==> src/sv/pcc_pkg.sv <==
// Shared constants, codes and control types for the pairwise contact counter.
// Used by the controller, the datapath, the top level and the port checker.
// No dependencies.
package pcc_pkg;

    // Array sizes
    localparam int AGENTS      = 256;
    localparam int COUNT_BITS  = 16;
    localparam int AGENT_BITS  = $clog2(AGENTS);
    localparam int N_BITS      = $clog2(AGENTS + 1);
    localparam int PAIR_SLOTS  = AGENTS * (AGENTS - 1) / 2;
    localparam int SLOT_BITS   = $clog2(PAIR_SLOTS + 1);

    // Field widths of the request and result
    localparam int REQ_BITS    = 2;
    localparam int AFIELD_BITS = 8;
    localparam int COORD_BITS  = 20;
    localparam int POS_BITS    = 2 * COORD_BITS;
    localparam int DIFF_BITS   = COORD_BITS + 1;
    localparam int SQ_BITS     = 2 * COORD_BITS;
    localparam int OUT_BITS    = 16;
    localparam int IN_DATA_BITS  = 56;
    localparam int OUT_DATA_BITS = 16;

    // Configuration registers
    localparam int RADIUS_BITS    = 40;
    localparam int ACTIVE_BITS    = 9;
    localparam int CFG_INDEX_BITS = 1;
    localparam int CFG_DATA_BITS  = 40;
    localparam logic [CFG_INDEX_BITS-1:0] CFG_RADIUS = 1'b0;
    localparam logic [CFG_INDEX_BITS-1:0] CFG_ACTIVE = 1'b1;
    localparam logic [RADIUS_BITS-1:0] RADIUS_RESET = RADIUS_BITS'(65536);
    localparam logic [ACTIVE_BITS-1:0] ACTIVE_RESET = ACTIVE_BITS'(256);

    // Request kinds
    localparam logic [REQ_BITS-1:0] REQ_LOAD  = 2'd0;
    localparam logic [REQ_BITS-1:0] REQ_CLOSE = 2'd1;
    localparam logic [REQ_BITS-1:0] REQ_READ  = 2'd2;

    localparam logic [COUNT_BITS-1:0] COUNT_MAX = '1;

    typedef enum logic [3:0] {
        ST_CLEAR,
        ST_IDLE,
        ST_PIVOT_RD,
        ST_PIVOT_CHK,
        ST_WALK,
        ST_NEXT,
        ST_DRAIN,
        ST_RD_MUL,
        ST_RD_SLOT,
        ST_RD_ISSUE,
        ST_RD_DATA
    } state_t;

    // Controller to datapath
    typedef struct packed {
        logic                  pos_wr;
        logic                  req_latch;
        logic                  pos_rd;
        logic [AGENT_BITS-1:0] pos_rd_addr;
        logic                  pivot_latch;
        logic                  pair_issue;
        logic [SLOT_BITS-1:0]  slot;
        logic                  cnt_clear;
        logic                  rd_issue;
        logic                  out_load;
        logic                  flags_clear;
    } ctrl_cmd_t;

    // Datapath to controller
    typedef struct packed {
        logic pivot_present;
        logic pipe_busy;
        logic out_busy;
    } dp_status_t;

endpackage

==> src/sv/pcc_ctrl.sv <==
// Sequencer for the contact counter: clearing pass, request decode, pair walk
// and read sequencing. Depends on pcc_pkg; drives pcc_dpath by command struct.
module pcc_ctrl (
    input  logic                               clk,
    input  logic                               rst_n,
    input  logic                               in_valid,
    input  logic [pcc_pkg::REQ_BITS-1:0]       in_req,
    output logic                               in_ready,
    input  logic                               cfg_we,
    input  logic [pcc_pkg::CFG_INDEX_BITS-1:0] cfg_index,
    input  logic [pcc_pkg::CFG_DATA_BITS-1:0]  cfg_data,
    input  pcc_pkg::dp_status_t                status,
    output pcc_pkg::ctrl_cmd_t                 cmd
);

    pcc_pkg::state_t                    state_reg, state_next;
    logic [pcc_pkg::N_BITS-1:0]         hi_reg, hi_next;
    logic [pcc_pkg::AGENT_BITS-1:0]     lo_reg, lo_next;
    logic [pcc_pkg::SLOT_BITS-1:0]      base_reg, base_next;
    logic [pcc_pkg::SLOT_BITS-1:0]      clr_reg, clr_next;
    logic [pcc_pkg::ACTIVE_BITS-1:0]    active_reg;
    logic [pcc_pkg::N_BITS-1:0]         n_lim;

    // Agents taking part in a close, limited to the array size
    assign n_lim = (int'(active_reg) > pcc_pkg::AGENTS) ?
                   pcc_pkg::N_BITS'(pcc_pkg::AGENTS) : pcc_pkg::N_BITS'(active_reg);

    // Active agent count register
    always_ff @(posedge clk or negedge rst_n)
    begin
        if (!rst_n)
        begin
            active_reg <= pcc_pkg::ACTIVE_RESET;
        end
        else if (cfg_we && cfg_index == pcc_pkg::CFG_ACTIVE)
        begin
            active_reg <= cfg_data[pcc_pkg::ACTIVE_BITS-1:0];
        end
    end

    // State and counters
    always_ff @(posedge clk or negedge rst_n)
    begin
        if (!rst_n)
        begin
            state_reg <= pcc_pkg::ST_CLEAR;
            hi_reg    <= '0;
            lo_reg    <= '0;
            base_reg  <= '0;
            clr_reg   <= '0;
        end
        else
        begin
            state_reg <= state_next;
            hi_reg    <= hi_next;
            lo_reg    <= lo_next;
            base_reg  <= base_next;
            clr_reg   <= clr_next;
        end
    end

    // Next state and commands
    always_comb
    begin
        state_next = state_reg;
        hi_next    = hi_reg;
        lo_next    = lo_reg;
        base_next  = base_reg;
        clr_next   = clr_reg;
        cmd        = '0;
        in_ready   = 1'b0;
        case (state_reg)
            pcc_pkg::ST_CLEAR:
            begin
                // Zero one count entry per cycle after reset
                cmd.cnt_clear = 1'b1;
                cmd.slot      = clr_reg;
                if (clr_reg == pcc_pkg::SLOT_BITS'(pcc_pkg::PAIR_SLOTS - 1))
                begin
                    state_next = pcc_pkg::ST_IDLE;
                end
                else
                begin
                    clr_next = clr_reg + pcc_pkg::SLOT_BITS'(1);
                end
            end
            pcc_pkg::ST_IDLE:
            begin
                in_ready = 1'b1;
                if (in_valid)
                begin
                    case (in_req)
                        pcc_pkg::REQ_LOAD:
                        begin
                            cmd.pos_wr = 1'b1;
                        end
                        pcc_pkg::REQ_CLOSE:
                        begin
                            hi_next   = pcc_pkg::N_BITS'(1);
                            base_next = '0;
                            if (n_lim < pcc_pkg::N_BITS'(2))
                            begin
                                state_next = pcc_pkg::ST_DRAIN;
                            end
                            else
                            begin
                                state_next = pcc_pkg::ST_PIVOT_RD;
                            end
                        end
                        pcc_pkg::REQ_READ:
                        begin
                            cmd.req_latch = 1'b1;
                            state_next    = pcc_pkg::ST_RD_MUL;
                        end
                        default:
                        begin
                            // drop unknown requests
                        end
                    endcase
                end
            end
            pcc_pkg::ST_PIVOT_RD:
            begin
                cmd.pos_rd      = 1'b1;
                cmd.pos_rd_addr = hi_reg[pcc_pkg::AGENT_BITS-1:0];
                state_next      = pcc_pkg::ST_PIVOT_CHK;
            end
            pcc_pkg::ST_PIVOT_CHK:
            begin
                // Skip the row when the higher agent is absent
                cmd.pivot_latch = 1'b1;
                lo_next         = '0;
                if (status.pivot_present)
                begin
                    state_next = pcc_pkg::ST_WALK;
                end
                else
                begin
                    state_next = pcc_pkg::ST_NEXT;
                end
            end
            pcc_pkg::ST_WALK:
            begin
                // Issue one pair per cycle against the latched pivot
                cmd.pair_issue  = 1'b1;
                cmd.pos_rd      = 1'b1;
                cmd.pos_rd_addr = lo_reg;
                cmd.slot        = base_reg + pcc_pkg::SLOT_BITS'(lo_reg);
                if (lo_reg == pcc_pkg::AGENT_BITS'(hi_reg - pcc_pkg::N_BITS'(1)))
                begin
                    state_next = pcc_pkg::ST_NEXT;
                end
                else
                begin
                    lo_next = lo_reg + pcc_pkg::AGENT_BITS'(1);
                end
            end
            pcc_pkg::ST_NEXT:
            begin
                if (hi_reg == n_lim - pcc_pkg::N_BITS'(1))
                begin
                    state_next = pcc_pkg::ST_DRAIN;
                end
                else
                begin
                    base_next  = base_reg + pcc_pkg::SLOT_BITS'(hi_reg);
                    hi_next    = hi_reg + pcc_pkg::N_BITS'(1);
                    state_next = pcc_pkg::ST_PIVOT_RD;
                end
            end
            pcc_pkg::ST_DRAIN:
            begin
                // Let the last pairs retire, then end the frame
                if (!status.pipe_busy)
                begin
                    cmd.flags_clear = 1'b1;
                    state_next      = pcc_pkg::ST_IDLE;
                end
            end
            pcc_pkg::ST_RD_MUL:
            begin
                state_next = pcc_pkg::ST_RD_SLOT;
            end
            pcc_pkg::ST_RD_SLOT:
            begin
                state_next = pcc_pkg::ST_RD_ISSUE;
            end
            pcc_pkg::ST_RD_ISSUE:
            begin
                cmd.rd_issue = 1'b1;
                state_next   = pcc_pkg::ST_RD_DATA;
            end
            pcc_pkg::ST_RD_DATA:
            begin
                // Hold the count until the output register is free
                if (!status.out_busy)
                begin
                    cmd.out_load = 1'b1;
                    state_next   = pcc_pkg::ST_IDLE;
                end
            end
            default:
            begin
                state_next = pcc_pkg::ST_IDLE;
            end
        endcase
    end

endmodule

==> config.mk <==
export PLATFORM = sky130hd
export DESIGN_NAME = pcc_ctrl
export DESIGN_NICKNAME = d
export VERILOG_FILES = /design/src/sv/pcc_pkg.sv /design/src/sv/pcc_ctrl.sv
export SDC_FILE = /design/constraint.sdc
export NUM_CORES = 1
export LEC_CHECK = 0
export BUFFER_PORTS_ARGS = -buffer_cell sky130_fd_sc_hd__buf_2
export CELL_PAD_IN_SITES_DETAIL_PLACEMENT = 0
export CELL_PAD_IN_SITES_GLOBAL_PLACEMENT = 1
export CORE_ASPECT_RATIO = 0.7
export CORE_UTILIZATION = 43
export DETAILED_ROUTE_END_ITERATION = 8
export PLACE_DENSITY_LB_ADDON = 0.1
export SYNTH_ARGS = -nofsm -noshare
export SYNTH_HDL_FRONTEND = slang
export SYNTH_SLANG_ARGS = --single-unit
==> constraint.sdc <==
create_clock -name clk -period 3.9 [get_ports clk]
set_clock_uncertainty 0.1 [all_clocks]
set_input_delay 0.78 -clock clk [delete_from_list [all_inputs] [get_ports clk]]
set_output_delay 0.78 -clock clk [all_outputs]
set_load 0.01 [all_outputs]
== Word-level counts from Yosys, hierarchy flattened ==
Index checks and enable logic that the tools add are counted.
Cells by class
  add/sub/neg operators: 7
  multipliers: 0
  div/mod/pow operators: 0
  $lt $le $gt $ge: 2
  eq/ne operators: 24
  shift operators: 0
  multiplexer cells: 36
  bitwise logic cells: 1
  reduce and logical (&&, ||, !) cells: 9
Operators with widths (number)
  $pmux W15 S2: 2
  $mux W15: 3
  $pmux W4 S11: 1
  $mux W9: 4
  $pmux W9 S2: 2
  $mux W4: 5
  $eq A4 B3 Y1 const B: 4
  $pmux W8 S2: 1
  $add A15 B1 Y15 const B: 1
  $add A15 B8 Y15: 1
  $add A15 B9 Y15: 1
  $eq A15 B15 Y1 const B: 1
  $ne A2 B2 Y1 const B: 7
  $eq A4 B4 Y1 const B: 3
  $mux W1: 12
  $add A9 B1 Y9 const B: 1
  $eq A9 B9 Y1: 1
  $gt A9 B9 Y1 const B: 1
  $lt A9 B2 Y1 const B: 1
  $sub A9 B1 Y9 const B: 1
  $add A8 B1 Y8 const B: 1
  $eq A4 B2 Y1 const B: 2
  $eq A8 B8 Y1: 1
  $mux W8: 1
  other kinds (17): 21
Word-level totals
  bits in registers: 60
  latch bits: 0
  RAM bits: 0
  ROM bits: 0
  memories: 0

== Logic depth before layout (Yosys ltp) ==
  word-level depth: 7
  mapped depth: 14

== Worst setup path after synthesis ==
Ideal clock, no wire load.
  path type: register to output
  from: register lo_reg[0] in the netlist's numbering
  to: output cmd[16] in the netlist's numbering
  data arrival time: 2.764 ns
  slack: 0.256 ns
  stages on the path, launching flop included: 10
  path buffers: 0
  cells stage by stage: dfrtp_1 > ha_1 > fa_1 > a21o_1 > a21oi_1 > o21bai_1 > a2111oi_0 > nor4_1 > xor2_1 > a22o_1
RTL lines
  start, declared: RTL line pcc_ctrl.sv:18  | logic [pcc_pkg::AGENT_BITS-1:0] lo_reg, lo_next;
  start signal, assigned: RTL line pcc_ctrl.sv:56  | lo_reg <= lo_next;
  end, declared: RTL line pcc_ctrl.sv:13  | output pcc_pkg::ctrl_cmd_t cmd

==> impl_metrics.sql <==
INSERT INTO impl_metrics (metric_group, metric, value, unit) VALUES
('run_status', 'outcome', 'finished, final reports clean', ''),
('power', 'power.combinational.fraction', '9.6', '%'),
('die', 'die_area', '11400', 'sq um'),
('logic_synthesis', 'yosys_most_used_dff', 'dfrtp_1', ''),
('power', 'power_frac_clock', '46.6', '%'),
('die', 'fp.coreArea', '10500', 'sq um'),
('power', 'switching_power', '397', 'uW'),
('routing', 'drtIter0Drc', '244', ''),
('routing', 'drc', '0', ''),
('routing', 'dr_total_vias', '4230', ''),
('cts', 'max-clock-path-buffers', '2', ''),
('worst_setup_path', 'critical_path.startpoint', 'base_reg[0]$_DFFE_PN0P_', ''),
('cts', 'cts_max_level', '3', ''),
('cts', 'cts-buffers-inserted', '9', ''),
('timing', 'grt_setup_unrepaired', 'no', ''),
('global_route', 'grt_max_degree', '45', ''),
('power', 'vdd_ir_drop_max', '0.000218', 'V'),
('die', 'ioPinCount', '83', ''),
('power', 'leakage_component_of_the_power', '0.00244', 'uW'),
('cts', 'clkSlewWorstSetupHoldPaths', '50', 'ps'),
('worst_setup_path', 'timing.reg2reg.setup_slack', '530', 'ps'),
('logic_synthesis', 'yosys_warnings', '0', ''),
('placed_design', 'dpl.hpwl', '9.19', 'mm'),
('die', 'dieWidth', '127', 'um'),
('die', 'initial_utilization', '44.9', '%'),
('final_layout', 'n_antenna_cell', '0', ''),
('timing', 'max_slew.worst_pin.slew', '1050', 'ps'),
('worst_setup_path', 'rr_worst_depth', '12', ''),
('timing', 'finalCriticalPeriod', '3720', 'ps'),
('worst_setup_path', 'startpoint_type', 'flip-flop', ''),
('logic_synthesis', 'synthesis.nets', '614', ''),
('routing', 'antenna_violating_nets_post_route', '0', ''),
('hold_path', 'hold-path-endpoint', 'clr_reg[11]$_DFFE_PN0P_', ''),
('job', 'max_cap_viol_count', '0', ''),
('power', 'internal_power_of_the_cells', '1160', 'uW'),
('routing', 'drtPass1Iterations', '5', ''),
('timing', 'setup_tns', '0', 'ps'),
('logic_synthesis', 'synth.avg_cell_area', '8.73', 'sq um'),
('global_route', 'grt_pass1_wl', '20.2', 'mm'),
('worst_setup_path', 'crit_path_end_kind', 'output port', ''),
('logic_synthesis', 'synth-edff-count', '0', ''),
('timing', 'worst_slew_margin_rel', '29.9', '%'),
('routing', 'drt-wirelength-per-cell', '16.8', 'um'),
('routing', 'route.detailed.vias_per_inst', '5.70', ''),
('power', 'p_seq_share', '43.8', '%'),
('logic_synthesis', 'ys_async_sr_fraction', '100', '%'),
('hold_path', 'worst_hold_path.num_cells', '1', ''),
('placed_design', 'place_ws', '233', 'ps'),
('final_layout', 'top_library_cells_by_usage_in_the_layout_fill_and_taps_aside', 'dfrtp_1 (59), buf_2 (51), nand2_1 (42), nor2_1 (41), a21oi_1 (29)', ''),
('power', 'sw_frac_of_total', '25.5', '%'),
('global_route', 'number_of_global_route_vias_before_repair', '3780', ''),
('logic_synthesis', 'synth_area', '4710', 'sq um'),
('final_layout', 'layout-drive-gt1-share', '18.9', '%'),
('placed_design', 'gp_congestion', '0.838', ''),
('die', 'floorplan.rows', '31', ''),
('worst_setup_path', 'type_of_the_worst_setup_path', 'reg2out', ''),
('cts', 'post_cts_buffers', '0', ''),
('logic_synthesis', 'synth_cell_type_count', '60', ''),
('placed_design', 'port_buffers', '51', ''),
('die', 'dieHeight', '89.6', 'um'),
('cts', 'tritoncts_clock_tree', 'built', ''),
('global_route', 'antenna_found_initial', '0', ''),
('final_layout', 'final_net_count', '663', ''),
('timing', 'fmax', '0.269', 'GHz'),
('timing', 'timing.final.max_slew_violations', '0', ''),
('cts', 'clkLatencyLatePin', '330', 'ps'),
('global_route', 'gr-usage-all-layers', '23.2', '%'),
('final_layout', 'layout.cells.most_common', 'dfrtp_1', ''),
('worst_setup_path', 'rr_endpoint', 'base_reg[11]$_DFFE_PN0P_', ''),
('timing', 'final-hold-violation-count', '0', ''),
('worst_setup_path', 'cp_data_required_time', '3020', 'ps');
==> power groups by stage <==
stage          clock, uW  combinational (uW)  sequential (uW)
2_1_floorplan          0                 117              668
3_3_place_gp           0                 146              691
3_5_place_dp           0                 149              691
4_1_cts              744                 151              680
5_1_grt              773                 169              685
6_report             726                 149              682
==> kinds of logic after synthesis <==
| logic type | after synthesis | synth area share, % |
|---|---|---|
| muxes | 20 | 5.20 |
| and+or+nand+nor | 207 | 23.5 |
| buffers and inverters | 48 | 4.46 |
| DFF | 60 | 31.9 |
| adders and majority gates | 24 | 6.69 |
| xor gates and xnor gates | 48 | 8.92 |
| AOI/OAI and AO/OA | 133 | 19.3 |
==> worst max-delay path by stage <==
| stage | to | slack [ps] | depth (start not counted) |
|---|---|---|---|
| after floorplan | cmd[16] | 260 | 9 |
| after global placement | cmd[18] | 300 | 11 |
| after detailed placement | cmd[18] | 230 | 11 |
| after CTS | cmd[18] | 20 | 11 |
| after global routing | cmd[18] | 50 | 11 |
| final | cmd[18] | 180 | 11 |
==> metrics by stage <==
stage | power [uW] | std cells | hold slack (ps)
6_report | 1560 | 742 | 402
4_1_cts | 1570 | 742 | 402
5_1_grt | 1630 | 742 | 411
2_1_floorplan | 786 | 540 | 360
3_5_place_dp | 840 | 726 | 391
3_3_place_gp | 836 | 726 | 388
==> layer usage <==
metal	vias to the layer above	part of all wire, %	global-route usage, %
met5	-	0	0
met4	0	0.90	4.98
met2	92	41	32.8
met1	2031	53	35.4
li1	2097	-	-
met3	10	4.5	5.57
==> cell type report <==
type                    instances  area [sq um]
flip-flops and latches         60          1500
clock inverters                 2          10.0
inverters                      19          71.3
multi-input cells             432          3040
fillers                      1007          5080
repair buffers                 67           375
well taps                     148           185
clock buffers                  14           254
==> synthesized netlist by cell type, types with 5 or more instances <==
library cell / count / area share [%]
o31ai_1: 11 / 1.8
nor2b_1: 8 / 1.1
o21bai_1: 5 / 0.80
or4_1: 6 / 0.96
nand3_1: 24 / 2.5
nand2_1: 42 / 3.3
or2_2: 5 / 0.66
dfrtp_1: 59 / 31
xor2_1: 21 / 3.9
and3_1: 7 / 0.93
inv_1: 19 / 1.5
a21oi_1: 30 / 3.2
or3_1: 10 / 1.3
nor2_1: 41 / 3.3
clkbuf_1: 20 / 1.6
nor4_1: 8 / 1.1
nor3_1: 14 / 1.5
mux2_2: 12 / 2.9
mux2_4: 6 / 1.9
a22o_1: 21 / 3.9
o21ai_0: 26 / 2.8
nand2b_1: 6 / 0.80
ha_1: 22 / 5.8
o2bb2ai_1: 5 / 0.93
a211oi_1: 5 / 0.80
nand4_1: 9 / 1.2
xnor2_1: 27 / 5.0
==> critical path, stage by stage, from the launching register on <==
cell       delay [ps]
dfrtp_1           400
ha_1              220
fa_2              350
a21o_1            190
a21oi_4           160
o21bai_1          120
a2111oi_2         320
buf_4             190
nor4_1             60
xor2_1            170
a22o_1            190
buf_2             130
==> timing repair <==
item | 4_1_cts | 5_1_grt
hold endpoints to repair | 0 | 0
hold buffers | 0 | 0
endpoints found under the setup margin | 4 | 4
gates resized for setup | 3 | 2
pin swaps | 0 | 2
Power figures use the tool's default switching activity.
